[src/hw/rtl/assert_macros.svh]
// Assertion macros shared by the scanline run midpoint detector modules.
`ifndef ASSERT_MACROS_SVH
`define ASSERT_MACROS_SVH

// Same-cycle implication, checked on every clock edge out of reset.
`define SRMD_ASSERT_IMPL(lbl, ante, cons, msg) \
  lbl: assert property (@(posedge clk) disable iff (!rst_n) (ante) |-> (cons)) \
    else $error(msg);

// Next-cycle implication.
`define SRMD_ASSERT_NEXT(lbl, ante, cons, msg) \
  lbl: assert property (@(posedge clk) disable iff (!rst_n) (ante) |=> (cons)) \
    else $error(msg);

// Condition that must never hold.
`define SRMD_ASSERT_NEVER(lbl, cond, msg) \
  lbl: assert property (@(posedge clk) disable iff (!rst_n) !(cond)) \
    else $error(msg);

`endif

[src/hw/rtl/srmd_pkg.sv]
// Shared constants and types of the scanline run midpoint detector.
package srmd_pkg;

  localparam int MAX_WIDTH  = 1024;
  localparam int MAX_HEIGHT = 1024;

  localparam int PIX_W     = 8;
  localparam int CFG_W     = 11;
  localparam int STEP_W    = 5;
  localparam int COORD_W   = 10;
  localparam int COL_IDX_W = $clog2(MAX_WIDTH);
  localparam int CFG_IDX_W = 2;

  localparam logic [CFG_IDX_W-1:0] REG_FRAME_WIDTH  = 2'd0;
  localparam logic [CFG_IDX_W-1:0] REG_FRAME_HEIGHT = 2'd1;
  localparam logic [CFG_IDX_W-1:0] REG_SCAN_STEP    = 2'd2;

  localparam logic [CFG_W-1:0]  RST_FRAME_WIDTH  = 11'd640;
  localparam logic [CFG_W-1:0]  RST_FRAME_HEIGHT = 11'd480;
  localparam logic [STEP_W-1:0] RST_SCAN_STEP    = 5'd5;

  localparam int QUEUE_DEPTH = 4;
  localparam int QPTR_W      = $clog2(QUEUE_DEPTH);
  localparam int QCNT_W      = $clog2(QUEUE_DEPTH + 1);

  // Effective geometry after clamping.
  typedef struct packed {
    logic [CFG_W-1:0]  width;
    logic [CFG_W-1:0]  height;
    logic [STEP_W-1:0] step;
  } cfg_t;

  // Points caused by one pixel: horizontal at (row, h_col), vertical at (v_row, col).
  typedef struct packed {
    logic               h_valid;
    logic               v_valid;
    logic [COORD_W-1:0] row;
    logic [COORD_W-1:0] col;
    logic [COORD_W-1:0] h_col;
    logic [COORD_W-1:0] v_row;
  } point_rec_t;

endpackage

[src/hw/rtl/srmd_fifo.sv]
// Short queue of point records between the front and back ends.
`include "assert_macros.svh"

module srmd_fifo (
  input  logic                         clk,
  input  logic                         rst_n,
  input  logic                         push,
  input  srmd_pkg::point_rec_t         push_rec,
  input  logic                         pop,
  output srmd_pkg::point_rec_t         head,
  output logic                         empty,
  output logic [srmd_pkg::QCNT_W-1:0]  count
);

  srmd_pkg::point_rec_t          slot_r [srmd_pkg::QUEUE_DEPTH];
  logic [srmd_pkg::QPTR_W-1:0]   wr_ptr_r, wr_ptr_nxt;
  logic [srmd_pkg::QPTR_W-1:0]   rd_ptr_r, rd_ptr_nxt;
  logic [srmd_pkg::QCNT_W-1:0]   count_r, count_nxt;
  logic                          do_pop;

  assign do_pop = pop && (count_r != '0);

  always_comb begin
    wr_ptr_nxt = push ? wr_ptr_r + 1'b1 : wr_ptr_r;
    rd_ptr_nxt = do_pop ? rd_ptr_r + 1'b1 : rd_ptr_r;
    count_nxt  = count_r;
    if (push && !do_pop) begin
      count_nxt = count_r + 1'b1;
    end else if (!push && do_pop) begin
      count_nxt = count_r - 1'b1;
    end
  end

  always_ff @(posedge clk) begin
    if (!rst_n) begin
      wr_ptr_r <= '0;
      rd_ptr_r <= '0;
      count_r  <= '0;
    end else begin
      wr_ptr_r <= wr_ptr_nxt;
      rd_ptr_r <= rd_ptr_nxt;
      count_r  <= count_nxt;
    end
    if (push) begin
      slot_r[wr_ptr_r] <= push_rec;
    end
  end

  assign head  = slot_r[rd_ptr_r];
  assign empty = (count_r == '0);
  assign count = count_r;

  `SRMD_ASSERT_NEVER(fifo_no_overflow, push && !do_pop && (count_r == srmd_pkg::QCNT_W'(srmd_pkg::QUEUE_DEPTH)), "point queue overflow")

endmodule

[config.mk]
export PLATFORM = sky130hd
export DESIGN_NAME = srmd_fifo
export DESIGN_NICKNAME = d
export VERILOG_FILES = /design/src/hw/rtl/srmd_pkg.sv /design/src/hw/rtl/srmd_fifo.sv
export VERILOG_INCLUDE_DIRS = /design/src /design/src/hw/rtl
export SDC_FILE = /design/constraint.sdc
export NUM_CORES = 1
export LEC_CHECK = 0
export BUFFER_PORTS_ARGS = -buffer_cell sky130_fd_sc_hd__buf_2
export CORE_ASPECT_RATIO = 0.75
export CORE_MARGIN = 3
export CORE_UTILIZATION = 50
export DETAILED_ROUTE_END_ITERATION = 10
export GPL_TIMING_DRIVEN = 1
export PLACE_DENSITY = 0.78
export SYNTH_ARGS = -nofsm -noshare
export SYNTH_HDL_FRONTEND = slang
export SYNTH_SLANG_ARGS = --single-unit
[constraint.sdc]
create_clock -name clk -period 2.15 [get_ports clk]
set_input_delay 0.43 -clock clk [delete_from_list [all_inputs] [get_ports clk]]
set_output_delay 0.43 -clock clk [all_outputs]
set_load 0.02 [all_outputs]
**Word-level counts from Yosys, hierarchy flattened**

Memory sizes are Yosys's and may differ from the RTL's. A register that Yosys moved wholly into a read port is not among the register bits.
Index checks and enable logic that the tools add are counted.

- Bits in registers: 7
- Bits in writable memories: 168
- Bits of input ports: 46
- Output and inout port bits: 46
- Memories: 1

Memory list:

| name | words | width | read ports | clocked after memory_dff | wr ports | RTL line | text |
|---|---|---|---|---|---|---|---|
| slot_r | 4 | 42 | 1 | 1 | 1 | srmd_fifo.sv:15 | `srmd_pkg::point_rec_t slot_r [srmd_pkg::QUEUE_DEPTH];` |

- $add $sub $neg: 4
- Muxes and demuxes: 6
- Reduce and logical (&&, ||, !) cells: 8

Operators with widths:

| cell | count |
|---|---|
| $mux 3 | 2 |
| $add 2x1->2 const B | 2 |
| $mux 2 | 2 |
| $add 3x1->3 const B | 1 |
| $logic_and 1x1->1 | 3 |
| $logic_not 3->1 | 1 |
| $reduce_bool 3->1 | 1 |
| $sub 3x1->3 const B | 1 |
| $logic_not 1->1 | 2 |
| $mux 1 | 2 |
| $reduce_bool 2->1 | 1 |

**Longest topological paths before layout**

Gate-level depths: netlist of run 1.

- Word-level depth: 5
- Depth in mapped cells: 7
- Mapped depth without buffers: 7

**Worst setup path before layout of run 1**

Ideal clock, no wire load.

- Path kind: register to register
- From: reg count_r (netlist bit count[1])
- To: reg count_r (netlist bit count[2])
- Setup time: 0.076 ns
- Arrival time: 1.948 ns
- Data required time: 2.074 ns
- Slack: 0.126 ns
- Cell stages (with the launch flop): 8
- Buffers on the path: 0
- Cells stage by stage: dfxtp_1 > o31ai_4 > ha_1 > inv_1 > fa_1 > xor2_1 > or3_1 > a21boi_0

- Longest elaborated chain between the ends: 5
- Elaborated cells on any way between the ends: 10

RTL lines:

| item | RTL line | text |
|---|---|---|
| start, declared | srmd_fifo.sv:18 | `logic [srmd_pkg::QCNT_W-1:0] count_r, count_nxt;` |
| start signal, assigned | srmd_fifo.sv:42 | `count_r <= count_nxt;` |
| branches (longest 5 deep; another with $sub 3x1->3) | - |  |

Several ways; the timed one is not identified. The select of a mux whose other input is x is not followed.
A chain may end at the register's enable or synchronous reset.

==> results.json, run 1 <==
{
  "synth_top_area_frac": 0.767,
  "pin_count": 92,
  "cp_max_fo": 4,
  "grt_pass1_wl_um": 18700,
  "clkLatencyLatePin_ns": 0.41,
  "crit_required_ns": 1.72,
  "hold_viol": 0,
  "hold_start": "push_rec[41]",
  "final_layout_size_suffix_gt1_frac": 0.476,
  "fmaxAchievable_mhz": 450,
  "initial_utilization": 0.524,
  "hold_path_end": "slot_r[1][41]",
  "vias_per_cell": 5.42,
  "cts_root_buf": "clkbuf_16",
  "setup_slack_ns": -0.0723,
  "synth_area_mm2": 0.00658,
  "maxCapViolCount": 0,
  "synth-seq-area-share": 0.794,
  "final_max_slew_viol_count": 0,
  "globalRoute.totalOverflow": 0,
  "setup_viol": 35,
  "grtUsageTotal": 0.174,
  "syn_avg_cell_area_um2": 25.1,
  "wl_per_cell_um": 21.5,
  "slew_headroom": 0.814,
  "antenna_found_initial": 1,
  "cts_tree": "yes",
  "synth_edf_count": 168,
  "setup_tns_ns": -0.840,
  "fin_skew_ns": 0.00704,
  "synth_top_cells_by_area": "edfxtp_1 77%, mux4_2 14%, dfxtp_1 2.7%, buf_12 1.2%, ha_1 0.95%",
  "synthFlopType": "edfxtp_1",
  "yosysMostFrequentCell": "edfxtp_1",
  "worst_pin_slew_ns": 0.278,
  "p_leak_uw": 0.00281,
  "critPathLaunchType": "register",
  "drtIter0Drc": 210,
  "synth_area_leader_cell": "edfxtp_1",
  "ys_seq_elements": 177,
  "fin_nets": 430,
  "holdPathStages": 1,
  "synthTopCellsByCount": "168 x edfxtp_1, 40 x mux4_2, 9 x and2_1, 9 x dfxtp_1, 5 x ha_1",
  "die_width_um": 138,
  "dieArea_mm2": 0.0146,
  "drt_first_pass_iters": 4,
  "place_congestion": 0.709,
  "grt_max_degree": 43,
  "row_count": 35,
  "grt_pass1_vias": 3303,
  "synth_cell_type_count": 22,
  "fillers": 825,
  "clk_pin_slew_ns": 0.07,
  "antenna_left": 0,
  "dp_hpwl_um": 6430,
  "place.port_buffers": 91,
  "critPathKind": "reg -> out",
  "post-route-min-period_ns": 2.22,
  "cts_buffer_depth": 2,
  "timing.rr.start": "count[1]",
  "drc": 0,
  "end_kind": "output pin",
  "vias": 3027,
  "die_y_um": 105,
  "synth-async-reset-ratio": 0,
  "yosysWarnings": 0,
  "violations": "setup timing",
  "vdd_ir_drop_max_v": 0.000642,
  "outcome": "complete, but fails checks",
  "tritoncts_num_sinks": 177,
  "hp-class": "in -> reg",
  "arrival_ns": 1.79,
  "p_per_area_mw_per_mm2": 1210,
  "worstRegToRegCells": 7,
  "rsz0062_at_grt": "true",
  "holdWs_ns": 0.227,
  "syn_nets": 314,
  "area_growth_pct": 25.3,
  "cts_buffers": 17,
  "timing.final.crit_share": 1.03,
  "htreeDepth": 4,
  "drt-total-wl_um": 12000,
  "worstReg2RegEnd": "count[2]",
  "ff2ff_setup_slack_ns": 0.14,
  "core_mm2": 0.0126,
  "syn_inst": 262
}
worst max-delay path, stage by stage (launching register included):
cell	delay [ns]
dfxtp_4	0.39
buf_8	0.14
clkbuf_16	0.15
mux4_2	0.54
buf_6	0.16
metal layers:
metal | share of wire | GRT usage
met1 | 0.42 | 0.222
met2 | 0.51 | 0.286
met3 | 0.060 | 0.0644
met4 | 0.0051 | 0.0458
met5 | 0.00075 | 0
power by group:
part / total, uW / internal, uW / leakage, uW / switching [uW]
clock: 2820 / 1590 / 0.000259 / 1230
combinational: 3040 / 1640 / 0.000931 / 1400
sequential: 4090 / 3990 / 0.00162 / 102
total: 9960 / 7230 / 0.00281 / 2730
timing repair:
| item | CTS | global route |
|---|---|---|
| endpoints found under the hold margin | 0 | 0 |
| endpoints found under the setup margin | 27 | 43 |
| gates cloned | 4 | 1 |
| pin swaps | 0 | 0 |
| hold buffers | 0 | 0 |
| buffers inserted | 6 | 1 |
| resized for setup | 62 | 37 |
cell usage in the layout (no fill, tap or decap), types with 4 or more instances in the layout:
| master | count |
|---|---|
| buf_6 | 44 |
| ha_1 | 5 |
| and2_2 | 4 |
| buf_12 | 7 |
| dfxtp_1 | 6 |
| clkbuf_16 | 18 |
| buf_2 | 49 |
| and2_1 | 5 |
| mux4_2 | 42 |
| edfxtp_1 | 168 |
cell families (layout without fill, tap and decap cells):
kind of cell | after synthesis | in the layout | share of synthesized area
AOI/OAI and AO/OA | 4 | 4 | 0.00760
xor gates and xnor gates | 5 | 5 | 0.00666
adders and majority gates | 6 | 6 | 0.0125
buffers and inverters | 13 | 142 | 0.0192
DFF | 177 | 177 | 0.794
muxes | 44 | 44 | 0.148
other | 0 | 1 | 0
and+or+nand+nor | 13 | 13 | 0.0122
state kept, by name, summed over array words and instances, names as in the netlist, named ones only:
signal,cells
slot_r,168
count,3
wr_ptr_r,2
rd_ptr_r,2
area by class of cell:
type / instances / area, um2 / share of cell area
Inverter: 3 / 11.3 / 0.00137
Clock buffer: 19 / 433 / 0.0525
Tap cell: 166 / 208 / 0.0252
Sequential cell: 177 / 5230 / 0.634
Clock inverter: 13 / 114 / 0.0138
Multi-Input combinational cell: 72 / 1230 / 0.149
Antenna cell: 1 / 2.50 / 0.000303
Timing Repair Buffer: 107 / 1020 / 0.124
worst max path at each step:
stage	start	cells past startpoint	slack [ns]	endpoint
finish	register	4	-0.07	head[3]
global route	register	4	-0.12	head[4]
CTS	register	4	-0.10	head[1]
detailed placement	count[1]	7	0.07	count[2]
global placement	count[1]	7	0.16	count[2]
floorplan	count[1]	7	0.13	count[2]
through the flow:
stage / util / setup WS, ns / total power (uW) / cell area (um2) / std cells
global route: 0.656 / -0.117 / 10400 / 8240 / 557
finish: 0.656 / -0.0723 / 9960 / 8250 / 558
floorplan: - / 0.126 / 5830 / 6580 / 262
CTS: 0.648 / -0.101 / 9900 / 8150 / 557
global placement: 0.580 / 0.164 / 6370 / 7290 / 517
detailed placement: 0.580 / 0.0737 / 6420 / 7290 / 517
No activity file was read; power rests on OpenSTA's default activity.
==> run 2: changes to the inputs <==
--- a/config.mk
+++ b/config.mk
@@ -7,7 +7,7 @@
 export NUM_CORES = 1
 export LEC_CHECK = 0
 export BUFFER_PORTS_ARGS = -buffer_cell sky130_fd_sc_hd__buf_2
-export CORE_ASPECT_RATIO = 0.75
+export CORE_ASPECT_RATIO = 1.2
 export CORE_MARGIN = 3
 export CORE_UTILIZATION = 50
 export DETAILED_ROUTE_END_ITERATION = 10
==> run 2 against run 1 <==
The flow still finishes with violations (setup timing). Die area barely moved. Clock power rose by 11%. Worst setup slack improved by 0.051 ns. Critical path depth fell by 1. Global-route usage fell by 1.4 points. Sequential share of layout area rose by 1.5 points. Flip-flop and latch count did not move. Routed wire length fell by 7.7%. Critical path type unchanged. Critical endpoint is now head[21]. Largest cell class unchanged.
==> results.json, run 2 (synthesis gave the netlist of run 1 again) <==
{
  "fmaxAchievable_mhz": 461,
  "maxCapViolCount": 0,
  "grt_use_met1": 0.193,
  "max_stage_delay_ns": 0.53,
  "holdWs_ns": 0.232,
  "largest_reg_flops": 168,
  "timing.rr.start": "count[1]",
  "worst_pin_slew_ns": 0.445,
  "final_layout_size_suffix_gt1_frac": 0.485,
  "rsz0062_at_grt": "true",
  "grtUsageTotal": 0.159,
  "setup_slack_ns": -0.0209,
  "cp_max_fo": 15,
  "post-place-ws_ns": 0.0127,
  "hp-class": "in -> reg",
  "initial_utilization": 0.515,
  "crit_required_ns": 1.72,
  "htreeDepth": 4,
  "row_count": 45,
  "tritoncts_num_sinks": 177,
  "drt-total-wl_um": 11100,
  "drc": 0,
  "core_mm2": 0.0128,
  "place.port_buffers": 91,
  "busiest_layer": "met2",
  "area_growth_pct": 22.4,
  "final_cell_mix": "168 x edfxtp_1, 79 x buf_2, 41 x mux4_2",
  "arrival_ns": 1.74,
  "worstReg2RegEnd": "count[2]",
  "outcome": "complete, but fails checks",
  "grt_max_degree": 43,
  "p_per_area_mw_per_mm2": 1200,
  "hold_path_end": "slot_r[2][7]",
  "cts_buffer_depth": 2,
  "cts_buffers": 17,
  "final_max_slew_viol_count": 0,
  "vias": 2976,
  "cts_root_buf": "clkbuf_16",
  "holdPathStages": 1,
  "hold_viol": 0,
  "vdd_ir_drop_max_v": 0.000711,
  "clk_pin_slew_ns": 0.07,
  "cts_hold_buf": 0,
  "cp_cell_sequence": "buf_12, mux4_2, buf_2",
  "clkLatencyLatePin_ns": 0.40,
  "place_congestion": 0.708,
  "drtIter0Drc": 124,
  "dp_hpwl_um": 6830,
  "die_width_um": 111,
  "fin_skew_ns": 0.00606,
  "grt_use_met2": 0.271,
  "dieArea_mm2": 0.0146,
  "grt_pass1_wl_um": 17400,
  "ff2ff_setup_slack_ns": 0.11,
  "slew_headroom": 0.703,
  "grt_pass1_vias": 3196,
  "end_kind": "output pin",
  "worst_path_max_delay_cell": "mux4_2",
  "antenna_left": 0,
  "final_common_cell": "edfxtp_1",
  "setup_tns_ns": -0.0616,
  "timing.final.crit_share": 1.01,
  "globalRoute.totalOverflow": 0,
  "wl_per_cell_um": 19.9,
  "diodes": 0,
  "post-route-min-period_ns": 2.17,
  "p_leak_uw": 0.00277,
  "critPathLaunchType": "register",
  "use_met3": 0.0502,
  "drt_first_pass_iters": 4,
  "pin_count": 92,
  "setup_viol": 7,
  "largest_register": "slot_r",
  "cts_tree": "yes",
  "critPathKind": "reg -> out",
  "die_y_um": 132,
  "hold_start": "push_rec[7]",
  "fin_nets": 430,
  "antenna_found_initial": 2,
  "vias_per_cell": 5.37,
  "violations": "setup timing",
  "fillers": 850,
  "worstRegToRegCells": 7
}
-- run 2: changes by cell type in the layout (fill, tap and decap cells not counted), moves of 3 or more --
cell / delta
bufinv_16: +3
clkinvlp_4: -3
buf_6: -29
buf_16: -3
buf_2: +30
buf_4: +3
-- run 2: layer usage --
layer,routed length (um),vias to the layer above
met3,416,14
met2,5980,61
met1,4490,1554
met5,19,-
li1,-,1343
met4,150,4
-- run 2: worst max-delay path, delay by kind of cell (launching register included) --
family,cells,cell delay [ns]
buf+inv,2,0.38
flops,1,0.42
mux,1,0.53
-- run 2: worst max-delay path by stage --
stage                          end  slack, ns  cells past startpoint
after floorplan           count[2]       0.13                      7
after global placement    count[2]       0.18                      7
after detailed placement  count[2]       0.01                      7
after CTS                 head[36]      -0.07                      4
after global routing       head[3]      -0.08                      3
final                     head[21]      -0.02                      3
-- run 2: through the flow --
step | utilization | cell area [um2] | std cells | total power (uW)
after floorplan | - | 6580 | 262 | 5830
after global placement | 0.572 | 7310 | 518 | 6340
after detailed placement | 0.572 | 7310 | 518 | 6400
after CTS | 0.627 | 8010 | 555 | 9720
after global routing | 0.630 | 8060 | 554 | 10100
final | 0.630 | 8060 | 554 | 9680
-- run 2: area by class of cell --
class,count,area [um2],share of cell area
clock inverter,13,184,0.0228
tap,164,205,0.0255
multi-input combinational,72,1230,0.153
inverter,3,11.3,0.00140
clock buffer,18,429,0.0533
sequential,177,5230,0.649
timing repair buffer,107,762,0.0946
-- run 2: what timing repair did --
item                                    in CTS  in global routing
endpoints found under the setup margin      36                 42
gates cloned                                 1                  0
pin swaps                                    0                  1
buffers inserted                             5                  0
gates resized for setup                      6                 27
-- run 2: where the power goes --
group / leakage (uW) / switching, uW / internal (uW)
Sequential: 0.00162 / 127 / 3990
Clock: 0.000305 / 1190 / 1940
Combinational: 0.000846 / 1210 / 1210
==> run 3: changes to the inputs <==
--- a/config.mk
+++ b/config.mk
@@ -12,7 +12,8 @@
 export CORE_UTILIZATION = 50
 export DETAILED_ROUTE_END_ITERATION = 10
 export GPL_TIMING_DRIVEN = 1
-export PLACE_DENSITY = 0.78
+export PLACE_DENSITY = 0.71
+export SKIP_CTS_REPAIR_TIMING = 1
 export SYNTH_ARGS = -nofsm -noshare
 export SYNTH_HDL_FRONTEND = slang
 export SYNTH_SLANG_ARGS = --single-unit
==> constraint.sdc (replaced) <==
create_clock -name clk -period 2.2 [get_ports clk]
set_input_delay 0.44 -clock clk [delete_from_list [all_inputs] [get_ports clk]]
set_output_delay 0.44 -clock clk [all_outputs]
set_load 0.02 [all_outputs]
==> run 3 against run 2 <==
Critical path type unchanged. Worst setup slack better by 0.054 ns. Worst hold slack better by 0.0021 ns. Sequential power down 2%. Cell area down 1.4%. Clock skew up 0.0024 ns. The flow now finishes without violations. Sequential share of layout area up 0.92 points. Register-to-register slack about the same. Total power down 4.3%. Highest routed layer unchanged. Utilization down 0.88 points. Die area unchanged. Flip-flop and latch count unchanged. Largest cell class unchanged.
==> results.json, run 3 (synthesis gave the netlist of run 1 again) <==
{
  "outcome": "completed",
  "critPathKind": "reg -> out",
  "timing.final.crit_share": 0.985,
  "cts_buffer_depth": 2,
  "place.port_buffers": 91,
  "worstReg2RegEnd": "count[2]",
  "wl_per_cell_um": 19.5,
  "cts_buffers": 17,
  "grt_pass1_wl_um": 17000,
  "fin_nets": 425,
  "holdPathStages": 1,
  "tritoncts_num_sinks": 177,
  "timing.rr.start": "count[1]",
  "rsz0062_at_grt": "true",
  "maxCapViolCount": 0,
  "design_area_mm2": 0.00795,
  "hold_start": "push_rec[12]",
  "hold_viol": 0,
  "initial_utilization": 0.515,
  "holdWs_ns": 0.235,
  "total_power_uw": 9260,
  "die_y_um": 132,
  "p_clk_frac": 0.329,
  "p_per_area_mw_per_mm2": 1170,
  "die_width_um": 111,
  "intPower_uw": 6810,
  "vias_per_cell": 5.35,
  "pwr-share-seq": 0.434,
  "antenna_found_initial": 2,
  "p_leak_uw": 0.00271,
  "worst_path_max_delay_cell": "mux4_2",
  "arrival_ns": 1.73,
  "cp_max_fo": 15,
  "cts_tree": "yes",
  "final_common_cell": "edfxtp_1",
  "clk_pin_slew_ns": 0.07,
  "crit_required_ns": 1.76,
  "place_congestion": 0.702,
  "ff2ff_setup_slack_ns": 0.11,
  "hold_path_end": "slot_r[3][12]",
  "vdd_ir_drop_max_v": 0.000638,
  "setup_tns_ns": 0,
  "comb_power_share": 0.237,
  "htreeDepth": 4,
  "grt_pass1_vias": 3243,
  "area_growth_pct": 20.7,
  "grt_use_met2": 0.282,
  "slew_headroom": 0.820,
  "use_met3": 0.0451,
  "cp_num_buf_inv": 2,
  "drt_first_pass_iters": 4,
  "post-route-min-period_ns": 2.17,
  "final_cell_mix": "168 x edfxtp_1, 89 x buf_2, 40 x mux4_2",
  "dp_hpwl_um": 6380,
  "cp_cell_sequence": "buf_12, mux4_2, buf_2",
  "busiest_layer": "met2",
  "pin_count": 92,
  "final_max_slew_viol_count": 0,
  "globalRoute.totalOverflow": 0,
  "sw_frac_of_total": 0.265,
  "hp-class": "in -> reg",
  "grtUsageTotal": 0.157,
  "cp_top_family": "multiplexers",
  "drt-total-wl_um": 10800,
  "vias": 2948,
  "largest_register": "slot_r",
  "setup_viol": 0,
  "grt_use_met1": 0.170,
  "cts_root_buf": "clkbuf_16",
  "grt_max_degree": 43,
  "p_sw_uw": 2450,
  "antenna_left": 0,
  "placed_cell_area_mm2": 0.00728,
  "largest_reg_flops": 168,
  "critPathLaunchType": "register",
  "worst_pin_slew_ns": 0.271,
  "fmaxAchievable_mhz": 461,
  "drc": 0,
  "dieArea_mm2": 0.0146,
  "final_layout_size_suffix_gt1_frac": 0.474,
  "fin_skew_ns": 0.00844,
  "row_count": 45,
  "worstRegToRegCells": 7,
  "drtIter0Drc": 129,
  "end_kind": "output pin",
  "max_stage_delay_ns": 0.52,
  "clkLatencyLatePin_ns": 0.42,
  "core_mm2": 0.0128
}
## run 3: cell types whose count changed in the layout (fill, tap and decap cells not counted), moves of 2 or more
cell / change
buf_6: -12
buf_2: +10
clkinv_2: -3
buf_4: -2
clkbuf_8: +2
clkinvlp_4: +2
## run 3: power groups by stage
stage / registers (uW) / logic (uW) / clock network, uW
after detailed placement: 4110 / 2140 / 0
after CTS: 4040 / 2140 / 3110
after floorplan: 4060 / 1630 / 0
after global placement: 4090 / 2120 / 0
final: 4020 / 2190 / 3050
after global routing: 4040 / 2350 / 3240
## run 3: metal layers
layer	vias up	wire length, um
met3	18	536
met4	2	239
li1	1327	-
met2	75	6000
met5	-	7
met1	1526	3980
## run 3: worst max-delay path by stage
stage | to | slack (ns) | depth (start not counted)
2_1_floorplan | count[2] | 0.18 | 7
3_3_place_gp | count[2] | 0.22 | 7
3_5_place_dp | count[2] | 0.06 | 7
4_1_cts | head[2] | -0.11 | 3
5_1_grt | head[22] | -0.04 | 3
6_report | head[25] | 0.03 | 3
## run 3: cell type report
| cell class | instances | area [um2] |
|---|---|---|
| tap | 164 | 205 |
| clock inverter | 12 | 158 |
| timing repair buffer | 102 | 642 |
| clock buffer | 20 | 457 |
| antenna | 1 | 2.50 |
| sequential | 177 | 5230 |
| fill | 885 | 4840 |
| multi-input combinational | 72 | 1240 |
| inverter | 3 | 11.3 |
## run 3: stage by stage
| stage | instances | setup WS (ns) | utilization |
|---|---|---|---|
| 3_3_place_gp | 515 | 0.224 | 0.570 |
| 3_5_place_dp | 515 | 0.0551 | 0.570 |
| 4_1_cts | 547 | -0.109 | 0.618 |
| 6_report | 551 | 0.0328 | 0.622 |
| 2_1_floorplan | 262 | 0.176 | - |
| 5_1_grt | 551 | -0.0420 | 0.622 |
