`config.mk`:
```
export PLATFORM = sky130hd
export DESIGN_NAME = srmd_back
export DESIGN_NICKNAME = d
export VERILOG_FILES = /design/src/hw/rtl/srmd_pkg.sv /design/src/hw/rtl/srmd_back.sv
export VERILOG_INCLUDE_DIRS = /design/src /design/src/hw/rtl
export SDC_FILE = /design/constraint.sdc
export NUM_CORES = 1
export LEC_CHECK = 0
export ABC_AREA = 1
export BUFFER_PORTS_ARGS = -buffer_cell sky130_fd_sc_hd__buf_2
export CAP_MARGIN = 40
export CORE_AREA = 2 2 45 63
export CTS_CLUSTER_SIZE = 14
export DETAILED_ROUTE_END_ITERATION = 7
export DIE_AREA = 0 0 47 65
export PLACE_DENSITY = 0.8
export SLEW_MARGIN = 20
export SYNTH_ARGS = -nofsm -noshare
export SYNTH_HDL_FRONTEND = slang
export SYNTH_SLANG_ARGS = --single-unit
export TNS_END_PERCENT = 5
```
`constraint.sdc`:
```
create_clock -name clk -period 2 [get_ports clk]
set_input_delay 0 -clock clk [delete_from_list [all_inputs] [get_ports clk]]
set_output_delay 0 -clock clk [all_outputs]
set_load 0.02 [all_outputs]
```
`src/hw/rtl/assert_macros.svh`:
```
// Assertion macros shared by the scanline run midpoint detector modules.
`ifndef ASSERT_MACROS_SVH
`define ASSERT_MACROS_SVH

// Same-cycle implication, checked on every clock edge out of reset.
`define SRMD_ASSERT_IMPL(lbl, ante, cons, msg) \
  lbl: assert property (@(posedge clk) disable iff (!rst_n) (ante) |-> (cons)) \
    else $error(msg);

// Next-cycle implication.
`define SRMD_ASSERT_NEXT(lbl, ante, cons, msg) \
  lbl: assert property (@(posedge clk) disable iff (!rst_n) (ante) |=> (cons)) \
    else $error(msg);

// Condition that must never hold.
`define SRMD_ASSERT_NEVER(lbl, cond, msg) \
  lbl: assert property (@(posedge clk) disable iff (!rst_n) !(cond)) \
    else $error(msg);

`endif

```
`src/hw/rtl/srmd_pkg.sv`:
```
// Shared constants and types of the scanline run midpoint detector.
package srmd_pkg;

  localparam int MAX_WIDTH  = 1024;
  localparam int MAX_HEIGHT = 1024;

  localparam int PIX_W     = 8;
  localparam int CFG_W     = 11;
  localparam int STEP_W    = 5;
  localparam int COORD_W   = 10;
  localparam int COL_IDX_W = $clog2(MAX_WIDTH);
  localparam int CFG_IDX_W = 2;

  localparam logic [CFG_IDX_W-1:0] REG_FRAME_WIDTH  = 2'd0;
  localparam logic [CFG_IDX_W-1:0] REG_FRAME_HEIGHT = 2'd1;
  localparam logic [CFG_IDX_W-1:0] REG_SCAN_STEP    = 2'd2;

  localparam logic [CFG_W-1:0]  RST_FRAME_WIDTH  = 11'd640;
  localparam logic [CFG_W-1:0]  RST_FRAME_HEIGHT = 11'd480;
  localparam logic [STEP_W-1:0] RST_SCAN_STEP    = 5'd5;

  localparam int QUEUE_DEPTH = 4;
  localparam int QPTR_W      = $clog2(QUEUE_DEPTH);
  localparam int QCNT_W      = $clog2(QUEUE_DEPTH + 1);

  // Effective geometry after clamping.
  typedef struct packed {
    logic [CFG_W-1:0]  width;
    logic [CFG_W-1:0]  height;
    logic [STEP_W-1:0] step;
  } cfg_t;

  // Points caused by one pixel: horizontal at (row, h_col), vertical at (v_row, col).
  typedef struct packed {
    logic               h_valid;
    logic               v_valid;
    logic [COORD_W-1:0] row;
    logic [COORD_W-1:0] col;
    logic [COORD_W-1:0] h_col;
    logic [COORD_W-1:0] v_row;
  } point_rec_t;

endpackage

```
`src/hw/rtl/srmd_back.sv`:
```
// Back end: expands queued records into output points, one per cycle while out_stall is low.
`include "assert_macros.svh"

module srmd_back (
  input  logic                           clk,
  input  logic                           rst_n,
  input  srmd_pkg::point_rec_t           head,
  input  logic                           empty,
  output logic                           pop,
  output logic                           out_valid,
  input  logic                           out_stall,
  output logic [srmd_pkg::COORD_W-1:0]   out_point_row,
  output logic [srmd_pkg::COORD_W-1:0]   out_point_col,
  output logic                           out_is_vertical,
  output logic                           out_last_of_item
);

  logic                          v_pend_r, v_pend_nxt;
  logic                          out_valid_r, out_valid_nxt;
  logic [srmd_pkg::COORD_W-1:0]  row_r, row_nxt;
  logic [srmd_pkg::COORD_W-1:0]  col_r, col_nxt;
  logic                          vert_r, vert_nxt;
  logic                          last_r, last_nxt;
  logic                          load;

  assign load = (!out_valid_r || !out_stall) && !empty;

  always_comb begin
    v_pend_nxt    = v_pend_r;
    out_valid_nxt = out_valid_r && out_stall;
    row_nxt       = row_r;
    col_nxt       = col_r;
    vert_nxt      = vert_r;
    last_nxt      = last_r;
    pop           = 1'b0;
    if (load) begin
      out_valid_nxt = 1'b1;
      if (!v_pend_r && head.h_valid) begin
        // horizontal point goes first
        row_nxt    = head.row;
        col_nxt    = head.h_col;
        vert_nxt   = 1'b0;
        last_nxt   = !head.v_valid;
        v_pend_nxt = head.v_valid;
        pop        = !head.v_valid;
      end else begin
        row_nxt    = head.v_row;
        col_nxt    = head.col;
        vert_nxt   = 1'b1;
        last_nxt   = 1'b1;
        v_pend_nxt = 1'b0;
        pop        = 1'b1;
      end
    end
  end

  always_ff @(posedge clk) begin
    if (!rst_n) begin
      v_pend_r    <= 1'b0;
      out_valid_r <= 1'b0;
    end else begin
      v_pend_r    <= v_pend_nxt;
      out_valid_r <= out_valid_nxt;
    end
    row_r  <= row_nxt;
    col_r  <= col_nxt;
    vert_r <= vert_nxt;
    last_r <= last_nxt;
  end

  assign out_valid        = out_valid_r;
  assign out_point_row    = row_r;
  assign out_point_col    = col_r;
  assign out_is_vertical  = vert_r;
  assign out_last_of_item = last_r;

  `SRMD_ASSERT_IMPL(bk_pending_has_head, v_pend_r, !empty, "vertical point pending on empty queue")
  `SRMD_ASSERT_NEXT(bk_h_then_v, out_valid_r && !out_stall && !last_r, out_valid_r && vert_r, "horizontal point not followed by its vertical point")

endmodule

```
; ---- After elaboration in Yosys (flattened, before gate mapping)
; Cells that the tools add are included.
[classes]
mux = 7
reduce_logical = 9
[ops]
columns = operator, count
row1 = 2-to-1 mux 10 bit, 2
row2 = zero test 1 bit, 5
row3 = 2-to-1 mux 1 bit, 5
row4 = logical AND 1 bit, 3
row5 = logical OR 1 bit, 1
[totals]
regBits = 24
in_bits = 46
word_cells = 22

; ---- Longest topological paths before layout
; Gate-level depths: netlist of the first run.
[depth]
depth_word = 4
mapped_depth = 6
ltp_nobuf = 5

; ---- Worst setup path before layout of the first run
; No wires, ideal clock.
[synth_timing]
path_type = flip-flop to flip-flop
startpoint = register out_valid_r, in the netlist out_valid
endpoint = register vert_r, in the netlist out_is_vertical (enable)
t_arrival_ns = 0.978
t_required_ns = 1.623
slack_ns = 0.645
path_stages_with_launch = 4
n_path_buf = 0
path_cell_list = dfxtp_1 nand2_1 nand2_1 inv_1
[synth_via]
elab_chain_len = 3
[synth_lines]
columns = item, line_no
row1 = "start, declared", srmd_back.sv:19  ; logic out_valid_r, out_valid_nxt;
row2 = "start signal, assigned", srmd_back.sv:63  ; out_valid_r <= out_valid_nxt;
row3 = zero test 1 bit, srmd_back.sv:26  ; assign load = (!out_valid_r || !out_stall) && !empty;
row4 = logical OR 1 bit, srmd_back.sv:26
row5 = logical AND 1 bit, srmd_back.sv:26
row6 = via load, srmd_back.sv:24  ; logic load;
row7 = "end signal, assigned", srmd_back.sv:67  ; vert_r <= vert_nxt;
row8 = "end, declared", srmd_back.sv:22  ; logic vert_r, vert_nxt;
; The timed path passes the listed nets, and every way through them passes these cells.
; A chain may end at the register's enable or synchronous reset.

; ---- Worst setup path in the final report of the first run
[layout_timing]
startpoint = register v_pend_r
endpoint = register col_r (netlist bit out_point_col[9]) (data pin)
[layout_via]
elab_chain_len = 3
[layout_lines]
columns = item, line_no
row1 = "start, declared", srmd_back.sv:18  ; logic v_pend_r, v_pend_nxt;
row2 = "start signal, assigned", srmd_back.sv:62  ; v_pend_r <= v_pend_nxt;
row3 = zero test 1 bit, srmd_back.sv:38  ; if (!v_pend_r && head.h_valid) begin
row4 = logical AND 1 bit, srmd_back.sv:38
row5 = 2-to-1 mux 10 bit, srmd_back.sv:38
row6 = "end signal, assigned", srmd_back.sv:66  ; col_r <= col_nxt;
row7 = "end, declared", srmd_back.sv:21  ; logic [srmd_pkg::COORD_W-1:0] col_r, col_nxt;
; No other way between the ends.

==> run summary, run 1 <==
The worst max-slew margin expressed relative to the limit is 78.08%. The iteration-0 DRC count of the detailed router is 18. The total setup violations reported at the end of the flow came out at 0. The worst hold path was traced through 3 stages. Walking the worst path, the cells encountered are inv_2, nand2_4, inv_2, nand2_1, nand2_1, dlygate4sd3_1. The slack of the worst reg-to-reg path came out at 0.20 ns. The area share of the leading cell type in the synthesized netlist is 64.08%. The clock drives 24 sinks. The detailed placement HPWL came out at between 1500 and 2000 µm. The final period demand of the worst path came out at around 1.8 ns. The multi-input combinational cells in the finished layout cover a total of 270.3 µm².

The share of final-layout standard cells stronger than drive strength 1 came out at a little over a third. The run finished with clean final reports. 70 I/O pins were placed.

The part of the cycle the worst path needs came out at ~90%. Global routing consumed, on the met2 layer, 34.76% of the routing resources. For this run the aggregate overflow at the end of global routing stands at 0. The ratio of routed vias to standard cells came out at 4.510. The layer flagged by global routing as most heavily used is met2.

The starting density of the core came out at about two fifths. After layout, the design draws a total of roughly 0.0011 W. The layout net count is around 260.

The met3 track demand over resource is 1.950%. The total of warnings raised by yosys is 0. The cell leakage power is 0.9331 nW. The clock root buffer is sky130_fd_sc_hd__clkbuf_4.

The power per standard cell area came out at just over 600 mW/mm². The worst-case hold slack is ~0.0044 ns. The worst setup path is launched from a flop. The number of distinct library cells after synthesis came out at 10. In the synthesized netlist, the number of instances is between 100 and 150. The number of antenna violations at the first check in global routing came out at 0. In this run the horizontal extent of the chip is between 40 and 50 µm.

Before antenna repair, the detailed router went through 4 iterations. The largest net degree at the start of global routing is 24. When the netlist entered floorplanning its net count stood at 149. The critical path required time came out at just over 2 ns.

For the worst flop-to-flop path, the logic depth is 6. The cell type with the highest aggregate area in the netlist is sky130_fd_sc_hd__edfxtp_1. After synthesis, flip-flops and latches occupy about two thirds of the total area. The number of global-route vias before repair is between 1,000 and 1,500. The weighted congestion reported at the end of routability-driven placement came out at roughly 0.76.

The final routed DRC violation total is 0. The arrival time of the worst setup path is between 1.5 and 2 ns. The total number of placement rows is 22.

The library cells used most frequently in the layout, excluding fill and tap cells, are 69 x sky130_fd_sc_hd__buf_2, 64 x sky130_fd_sc_hd__nand2_1, 42 x sky130_fd_sc_hd__dlygate4sd3_1. The setup TNS after final layout is 0 ns. For the pin with the worst max-slew slack, the measured transition is between 0.3 and 0.4 ns.

The global routing usage on met1 came out at around 22%. The first global-routing pass estimated 4353 µm of wire. The leading cell type in the layout, fill and taps excluded is sky130_fd_sc_hd__buf_2. Counting flops and latches in the post-synthesis netlist gives 24. Max-cap violations in this run came to 0. The hold violation total from the final report was 0. The sequential standard cell area came out at roughly 700 µm². The final count of pins violating max slew is 0. TritonCTS built the clock tree.

Across every metal layer, demand over resource in global routing totals 19.89%. The clock skew after layout came out at just under 0.008 ns. The final worst slack came out at 0.1995 ns. The worst-path maximum fanout is 23. The die covers around 0.0031 mm². The core box area is between 0.002 and 0.003 mm². The TritonCTS buffer count came out at 3. Buffers placed on the I/O ports in this run total 69.

The maximum clock rate came out at ~560 MHz. The total wire length came out at 2976 µm. After clock tree synthesis, the clock-pin slew on the worst setup and hold paths is 0.12 ns. The peak ir drop on the vdd network came out at between 0.0004 and 0.0005 V. The clock latency reported for the late side of the worst-skew pair came out at 0.30 ns. The summed instance area of the synthesized netlist is roughly 0.0010 mm².

The routed wirelength normalized by instance count came out at between 10 and 15 µm. The post-cts repair resize count came out at 0. Setup repair after global routing left no endpoint under its margin. The number of H-tree levels came out at 1. The relative area change from synthesis to final layout is 78.28%. The die extent in y is around 65 µm.

The clock passes through at most 2 buffers. The maximum cell stage delay along the critical path is ~0.56 ns. The placement-stage worst setup slack came out at between 0.8 and 0.9 ns. The class of the tightest hold or removal check is in -> reg. The count of filler cells inserted in the layout came out at roughly 180.

The worst setup path is of the reg -> reg kind. The slowest stage cell on the critical path is sky130_fd_sc_hd__dlygate4sd3_1. 0 antenna diodes ended up in the layout.

The overall via count from detail_route is about 1,100. The capturing element type of the critical path is a flop. In the post-synthesis netlist, the biggest area contributors are sky130_fd_sc_hd__edfxtp_1 64%, sky130_fd_sc_hd__nand2_1 23%, sky130_fd_sc_hd__dfxtp_1 3.9%, sky130_fd_sc_hd__buf_6 2.2%, sky130_fd_sc_hd__buf_4 1.5%. A synthesized cell averages around 10 µm². The remaining antenna violation count came out at 0.
-- final timing paths --
| kind | from | to |
|---|---|---|
| max reg2reg | v_pend_r$_SDFFE_PN0P_ | out_point_col[9]$_DFFE_PP_ |
| min | head[7] | out_point_row[7]$_DFFE_PP_ |
| min reg2reg | v_pend_r$_SDFFE_PN0P_ | v_pend_r$_SDFFE_PN0P_ |
| max | v_pend_r$_SDFFE_PN0P_ | out_point_col[9]$_DFFE_PP_ |
-- cells in the mapped netlist --
| cell | n |
|---|---|
| sky130_fd_sc_hd__buf_4 | 2 |
| sky130_fd_sc_hd__nand2_4 | 1 |
| sky130_fd_sc_hd__buf_6 | 2 |
| sky130_fd_sc_hd__a21boi_0 | 1 |
| sky130_fd_sc_hd__nor2_1 | 3 |
| sky130_fd_sc_hd__edfxtp_1 | 22 |
| sky130_fd_sc_hd__nand2_1 | 64 |
| sky130_fd_sc_hd__inv_1 | 4 |
| sky130_fd_sc_hd__inv_2 | 2 |
| sky130_fd_sc_hd__dfxtp_1 | 2 |
-- state kept, by name (all words and copies together), names as in the netlist --
register	count
out_is_vertical	1
v_pend_r	1
out_point_col	10
out_last_of_item	1
out_valid	1
out_point_row	10
-- layout make-up --
cell class	instances	area share (%)
repair buffers	112	42.07
flip-flops and latches	24	38.12
multi-input cells	69	14.70
well taps	36	2.451
clock buffers	4	1.430
inverters	6	1.225
-- critical path: cells and delay by family (launching register included) --
kind / cells / cell delay [ns]
flip-flops: 1 / 0.34
buffers and inverters: 3 / 0.82
AND/OR/NAND/NOR: 3 / 0.41
-- per-layer routing --
layer | routed length (µm) | vias up
li1 | - | 546
met1 | 1063 | 514
met2 | 1623 | 58
met3 | 173 | 14
met4 | 116 | 0
met5 | 0 | -
-- what timing repair did --
item                                   CTS  global route
hold buffers                            42             0
endpoints found under the hold margin   22             0
setup buffers                            0             0
-- metrics by stage --
stage,instance area (µm²),std cells,util [%]
after detailed placement,1391,205,54.94
after floorplan,1031,103,-
final,1838,251,72.58
after CTS,1838,251,72.58
after global placement,1391,205,54.94
after global routing,1838,251,72.58
-- logic make-up (layout without fill, tap and decap cells) --
group                  count (synthesis)  count (layout)  share of synthesized area, %
flip-flops                            24              24                         67.96
AND/OR/NAND/NOR                       68              68                         25.49
buffers and inverters                 10             122                         5.825
AO/OA/AOI/OAI                          1               1                        0.7284
-- power breakdown --
part	total [W]	leakage (nW)	switching [W]	internal (W)
Combinational	0.000306	0.688	0.000152	0.000154
Clock	0.000201	0.0150	0.000124	0.0000775
Sequential	0.000607	0.230	0.0000104	0.000596
Power figures use the tool's default switching activity.
==> run 2: changes to the inputs <==
==> constraint.sdc (replaced) <==
create_clock -name clk -period 2 [get_ports clk]
set_input_delay 0.4 -clock clk [delete_from_list [all_inputs] [get_ports clk]]
set_output_delay 0.4 -clock clk [all_outputs]
set_load 0.02 [all_outputs]
==> run 2 against run 1 <==
Effect of this change:
- hold slack gained 0.28 ns
- clock power rose by 2%
- die area unchanged
- critical endpoint is now pop
==> run summary, run 2 (synthesized netlist as in run 1, its figures left out) <==
Setup repair after global routing left no endpoint under its margin. The path class of the tightest hold or removal check is in -> reg. The number of clock sinks seen by CTS came to 24 (unchanged).

The CTS tree is yes. The weighted congestion reported at the end of routability-driven placement is 0.7700 (+2.0%). The overall via count from detail_route came out at 900 (-20%). The critical path required time was 1.60 ns (-0.46 ns).

Leaving out fill and tap cells, the most frequent cells in the layout are 69 x sky130_fd_sc_hd__buf_2, 64 x sky130_fd_sc_hd__nand2_1, 22 x sky130_fd_sc_hd__edfxtp_1. The aggregate global routing overflow came out at 0 (unchanged). The reported max-cap violation count is 0 (unchanged). The post-cts repair resize count came out at 0 (unchanged). The buffers inserted during post-CTS setup optimization came to 0 (unchanged). The number of global-route vias before repair is 908 (-15%). The starting density of the core came to 40.71% (unchanged). The clock transition time at the flip-flop clock pins of the worst setup and hold paths came out at 0.12 ns (about the same). The worst-path maximum fanout is 23 (unchanged).

The final period demand of the worst path came out at 1.699 ns (-0.1016 ns). The maximum clock rate came out at 588.6 MHz (+6.0%). The flow ran to the end, and the final reports show no timing, DRC or antenna violations.

The share of the core filled with cells is 55.98% (-17 points). The antenna cell count came to 0 (unchanged). The TritonCTS buffer count came to 3 (unchanged). The type of the worst setup path is reg -> out. The clock skew after layout came out at 0.004545 ns (-0.003338 ns). The count of input and output buffers came out at 69 (unchanged). The relative area change from synthesis to final layout came out at 37.50%. The setup TNS after final layout was 0 ns (unchanged). The deepest clock path buffer count is 2 (unchanged). The hold violation total from the final report came out at 0 (unchanged).

The global-route wire length before repair came to 3519 µm (-19%). The combinational share of power is 20.4% (-7.1 points). The clock latency reported for the late side of the worst-skew pair is 0.30 ns (about the same).

The ratio of routed vias to standard cells came out at 4.306 (-4.5%). The cell leakage power is 0.7504 nW (-20%). The number of optimization iterations in the first detailed-route pass is 4 (unchanged). The layout net count is 220 (-16%). The global-route usage over all layers came out at 16.16% (-3.7 points). The largest net degree at the start of global routing is 24 (unchanged). The number of antenna violations at the first check in global routing is 0 (unchanged). The share of total power in the clock network came to 20.1% (+2.0 points). The startpoint identified for the worst hold timing path is empty. The total number of placement rows is 22 (unchanged).

The remaining antenna violation count is 0 (unchanged). The transition at the pin with the smallest max-transition slack is 0.3231 ns (-0.005298 ns). The floorplan die width is 47 µm (unchanged). The worst max-slew margin expressed relative to the limit is 78.43% (+0.35 points). The area of the die came out at 0.003055 mm² (unchanged).

The die extent in y came out at 65 µm (unchanged). The core box area is 0.002532 mm² (unchanged). The placement-stage cell area is 0.001391 mm² (unchanged).

The final count of pins violating max slew is 0 (unchanged). The cell sitting at the root of the clock tree is a sky130_fd_sc_hd__clkbuf_4. The final standard cell area without fillers is 0.001418 mm² (-23%). The top-level port count came out at 70 (unchanged).

The launching element of the worst setup path is v_pend_r$_SDFFE_PN0P_. The final routed DRC violation total is 0 (unchanged). The total wire length is 2305 µm (-23%). The fraction of power spent switching nets came out at 26.72% (+1.0 points). The peak ir drop on the vdd network was 0.0004770 V (+4.4%).

The switching component of the power came out at 0.0002726 W (-4.7%). The internal cell power came out at 0.0007477 W (-9.7%). The number of H-tree levels is 1 (unchanged). The part of the cycle the worst path needs came out at 84.94% (-5.1 points). STA classifies the critical path startpoint as a flop.

The total setup violations reported at the end of the flow is 0 (unchanged). The slack of the worst reg-to-reg path is 0.78 ns (+0.58 ns). The placement-stage worst setup slack came out at 0.4638 ns (-0.3491 ns).

The sequential share of power is 59.4% (+4.9 points). The final worst slack is 0.3011 ns (+0.1016 ns). The routed wirelength normalized by instance count came to 11.03 µm (-7.0%). The arrival time of the worst setup path came out at 1.30 ns (-0.56 ns). The number of hold buffers added after CTS came out at 0 (-100%). The share of final-layout standard cells stronger than drive strength 1 came out at 43.93% (+8.6 points). The iteration-0 DRC count of the detailed router came out at 18 (unchanged). The startpoint identified for the worst register-to-register timing path is v_pend_r$_SDFFE_PN0P_.

The detailed placement HPWL came to 1832 µm (+0.20%). The power per standard cell area is 719.7 mW/mm² (+19%). Leaving out fill and tap cells, the most frequent cell in the layout is sky130_fd_sc_hd__buf_2. STA classifies the critical path endpoint as an output pin.
[run 2: cell count changes in the layout (fill, tap and decap cells not counted), sizes merged]
cell / delta
dlygate4sd3: -42
clkbuf: -1
clkinv: +1
[run 2: layer usage]
layer | GRT usage, % | vias up | share of wire, %
met5 | 0 | - | 0
met4 | 11.81 | 0 | 2.5
met3 | 1.671 | 4 | 4.6
met2 | 29.62 | 36 | 58
met1 | 14.91 | 397 | 35
li1 | - | 463 | -
[run 2: power by group through the flow]
stage          clock [W]  sequential (W)  combinational (W)
2_1_floorplan          0        0.000666          0.0000777
3_3_place_gp           0        0.000616           0.000203
3_5_place_dp           0        0.000618           0.000211
4_1_cts         0.000213        0.000606           0.000211
5_1_grt         0.000232        0.000610           0.000232
6_report        0.000206        0.000606           0.000209
[run 2: metrics by stage]
stage	total power, W	cells	hold slack (ns)
2_1_floorplan	0.0007442	103	0.5087
3_3_place_gp	0.0008195	205	0.4993
3_5_place_dp	0.0008290	205	0.4932
4_1_cts	0.001030	209	0.2691
5_1_grt	0.001073	209	0.2848
6_report	0.001020	209	0.2832
[run 2: worst paths after layout]
kind	to	cells past startpoint
worst max register to register	out_point_row[6]$_DFFE_PP_	5
worst min-delay path	out_valid$_SDFF_PN0_	2
worst max-delay path	pop	5
worst min register to register	out_valid$_SDFF_PN0_	2
[run 2: layout make-up]
type / count / area, µm²
fillers: 262 / 1115
flip-flops and latches: 24 / 700.7
repair buffers: 70 / 352.8
multi-input cells: 69 / 270.3
well taps: 36 / 45.04
clock buffers: 3 / 22.52
inverters: 6 / 22.52
clock inverters: 1 / 3.754
[run 2: worst max-delay path, stage by stage (launching register included)]
cell and delay, ns:
sky130_fd_sc_hd__dfxtp_1 0.35, sky130_fd_sc_hd__inv_2 0.05, sky130_fd_sc_hd__nand2_4 0.19, sky130_fd_sc_hd__nor2_1 0.10
sky130_fd_sc_hd__nor2_1 0.13, sky130_fd_sc_hd__buf_2 0.18
==> run 3: changes to the inputs <==
--- a/config.mk
+++ b/config.mk
@@ -9,11 +9,11 @@
 export ABC_AREA = 1
 export BUFFER_PORTS_ARGS = -buffer_cell sky130_fd_sc_hd__buf_2
 export CAP_MARGIN = 40
-export CORE_AREA = 2 2 45 63
+export CORE_AREA = 2 2 46 66
 export CTS_CLUSTER_SIZE = 14
 export DETAILED_ROUTE_END_ITERATION = 7
-export DIE_AREA = 0 0 47 65
-export PLACE_DENSITY = 0.8
+export DIE_AREA = 0 0 48 68
+export PLACE_DENSITY = 0.75
 export SLEW_MARGIN = 20
 export SYNTH_ARGS = -nofsm -noshare
 export SYNTH_HDL_FRONTEND = slang
==> constraint.sdc (replaced) <==
create_clock -name clk -period 1.6 [get_ports clk]
set_input_delay 0.32 -clock clk [delete_from_list [all_inputs] [get_ports clk]]
set_output_delay 0.32 -clock clk [all_outputs]
set_load 0.02 [all_outputs]
==> run 3 against run 2 <==
Effect of this change:
- final area grew 1.9%
- global-route usage is 3.0 points lower
- clock skew increased by 0.0014 ns
- first-iteration DRC count is 67% lower
- wire length shrank 2.8%
- non-clock buffer count rose by 1
- setup slack worse by 0.13 ns
- final cell count up 0.96%
- critical path depth unchanged
- die area up 6.8%
- via count fell by 0.67%
- sequential cell count did not move
==> run summary, run 3 (synthesized netlist as in run 1, its figures left out) <==
The flow ran to the end, and the final reports show no timing, DRC or antenna violations. TritonCTS built the clock tree. The startpoint identified for the worst hold timing path is empty. The number of antenna violations at the first check in global routing came out at 0 (unchanged). The total power is 0.001357 W (+33%). The core box area came out at 0.002734 mm² (+8.0%).

The most frequent cell on the critical path is sky130_fd_sc_hd__nor2_1. The worst reg2reg path depth is 4 (-1). The startpoint type of the worst setup path is a flop. The logic depth of the worst path, buffers included is 5 (unchanged). The worst reg2reg path endpoint is out_point_row[3]$_DFFE_PP_.

The slack of the worst reg-to-reg path was 0.50 ns (-0.28 ns). In this run the critical register-to-register path is launched from out_valid$_SDFF_PN0_. The reported max-cap violation count was 0 (unchanged). The clock transition time at the flip-flop clock pins of the worst setup and hold paths came out at 0.07 ns (-0.05 ns). The worst min-delay path endpoint is out_valid$_SDFF_PN0_. The antenna cell count came to 0 (unchanged). In this run the worst hold path is classified as in -> reg.

The number of clock sinks seen by CTS came out at 24 (unchanged). Among all stages on the critical path, the largest delay is contributed by sky130_fd_sc_hd__dfxtp_1. Setup repair after global routing left no endpoint under its margin. The library cells used most frequently in the layout, excluding fill and tap cells, are 69 x sky130_fd_sc_hd__buf_2, 64 x sky130_fd_sc_hd__nand2_1, 22 x sky130_fd_sc_hd__edfxtp_1. The floorplan die width was 48 µm (+2.1%). The final period demand of the worst path came out at ~1.4 ns. The number of placed instances with taps included came to 207 (+0.98%). The library cell used most frequently in the layout, excluding fill and tap cells, is sky130_fd_sc_hd__buf_2. The cell leakage power is 0.7629 nW (+1.7%). The number of hold buffers added after CTS is 0 (unchanged). The ratio of routed vias to standard cells came out at 4.237 (-1.6%). The number of global-route vias before repair came to 805 (-11%). The worst max-slew margin expressed relative to the limit was 77.92% (-0.51 points).

The TritonCTS buffer count was 3 (unchanged). The deepest clock path buffer count came out at 2 (unchanged). The final routed DRC violation total is 0 (unchanged). The count of buffer and inverter cells on the critical path is 2 (unchanged). The starting density of the core is 37.71% (-3.0 points). The setup TNS after final layout is 0 ns (unchanged). The global-route wire length before repair is 3118 µm (-11%). The largest net degree at the start of global routing was 23 (-4.2%). Broken down by cell family, the worst path's largest delay share belongs to flip-flops. The worst-path maximum fanout was 13 (-43%). The clock root buffer is sky130_fd_sc_hd__clkbuf_8. The maximum cell stage delay along the critical path is 0.32 ns (-0.03 ns).

The peak ir drop on the vdd network came to 0.0007290 V (+53%). The worst setup path is captured at an output pin. By startpoint and endpoint, the worst setup path is classified as reg -> out.

The area of the die came to 0.003264 mm² (+6.8%). The part of the cycle the worst path needs is 89.39%. The worst hold path cell count came out at 2 (unchanged).

The die extent in y is 68 µm (+4.6%). The share of the core filled with cells was 52.86% (-3.1 points). The clock skew after layout is 0.005977 ns (+0.001431 ns). The buffers inserted during post-CTS setup optimization came out at 0 (unchanged). The worst-case hold slack is 0.2720 ns (-0.01117 ns). The detailed placement HPWL came out at 1810 µm (-1.2%). The total number of placement rows came out at 23 (+4.5%). The count of input and output buffers came out at 69 (unchanged). The post-cts repair resize count came out at 0 (unchanged). The routed wirelength normalized by instance count came out at 10.62 µm (-3.7%).

The iteration-0 DRC count of the detailed router is 6 (-12). The clock latency reported for the late side of the worst-skew pair came out at 0.25 ns (-0.05 ns). The number of non-filler instances in the completed layout was 211 (+0.96%). The total setup violations reported at the end of the flow was 0 (unchanged). The area growth from synthesis to layout is 40.17%. The final count of pins violating max slew came out at 0 (unchanged). The global-route usage over all layers is 13.17% (-3.0 points). The overall via count from detail_route is 894 (-0.67%). The top-level port count came out at 70 (unchanged). The critical path required time is 1.28 ns (-0.32 ns). The power per standard cell area came out at 938.7 mW/mm² (+30%). The hold violation total from the final report came out at 0 (unchanged).

The weighted congestion reported at the end of routability-driven placement is 0.6837 (-11%). The aggregate global routing overflow came out at 0 (unchanged). The number of optimization iterations in the first detailed-route pass was 4 (unchanged). The number of H-tree levels came out at 1 (unchanged).

The remaining antenna violation count came out at 0 (unchanged). The arrival time of the worst setup path came to 1.11 ns (-0.19 ns). Derived from the worst setup path, the maximum achievable clock frequency is about 700 MHz. The transition at the pin with the smallest max-transition slack is 0.3307 ns (+0.007647 ns).

The share of final-layout standard cells stronger than drive strength 1 is 44.25% (+0.32 points). The layout net count came out at 221 (+0.45%). The total wire length came out at 2241 µm (-2.8%).

Walking the worst path, the cells encountered are inv_2, nand2_4, nor2_1, nor2_1, buf_2.
[run 3: cell types whose count changed in the layout (fill, tap and decap cells not counted), sizes merged]
cell  previous run  this run
buf             70        71
[run 3: stage by stage]
stage	instance area, µm²	setup slack, ns
after global placement	1400	0.3574
after CTS	1445	0.1568
after detailed placement	1400	0.3391
after global routing	1445	0.05770
final	1445	0.1697
after floorplan	1031	0.2455
[run 3: worst register-to-register path: cells and delay by family, from the launching register on]
kind                   cells  cell delay (ns)
and+or+nand+nor            2             0.15
buffers and inverters      2             0.33
DFF                        1             0.32
[run 3: metal layers]
metal | routed length [µm] | GRT usage (%)
met1 | 860 | 13.58
met2 | 1222 | 24.83
met3 | 132 | 2.111
met4 | 25 | 5.068
met5 | 0 | 0
[run 3: area by class of cell]
type / count / area [µm²]
fillers: 268 / 1289
flip-flops and latches: 24 / 700.7
repair buffers: 71 / 360.3
multi-input cells: 69 / 270.3
well taps: 37 / 46.29
clock buffers: 3 / 41.29
inverters: 6 / 22.52
clock inverters: 1 / 3.754
[run 3: worst max path at each step]
stage | start | endpoint | slack, ns
detailed placement | head[41] | pop | 0.34
floorplan | out_valid$_SDFF_PN0_ | out_is_vertical$_DFFE_PP_ | 0.25
finish | v_pend_r$_SDFFE_PN0P_ | pop | 0.17
global placement | head[41] | pop | 0.36
CTS | v_pend_r$_SDFFE_PN0P_ | pop | 0.16
global route | v_pend_r$_SDFFE_PN0P_ | pop | 0.06
[run 3: report_power, final]
group / switching [W] / internal (W)
Clock: 0.000165 / 0.000170
Sequential: 0.0000117 / 0.000746
Combinational: 0.000163 / 0.000100
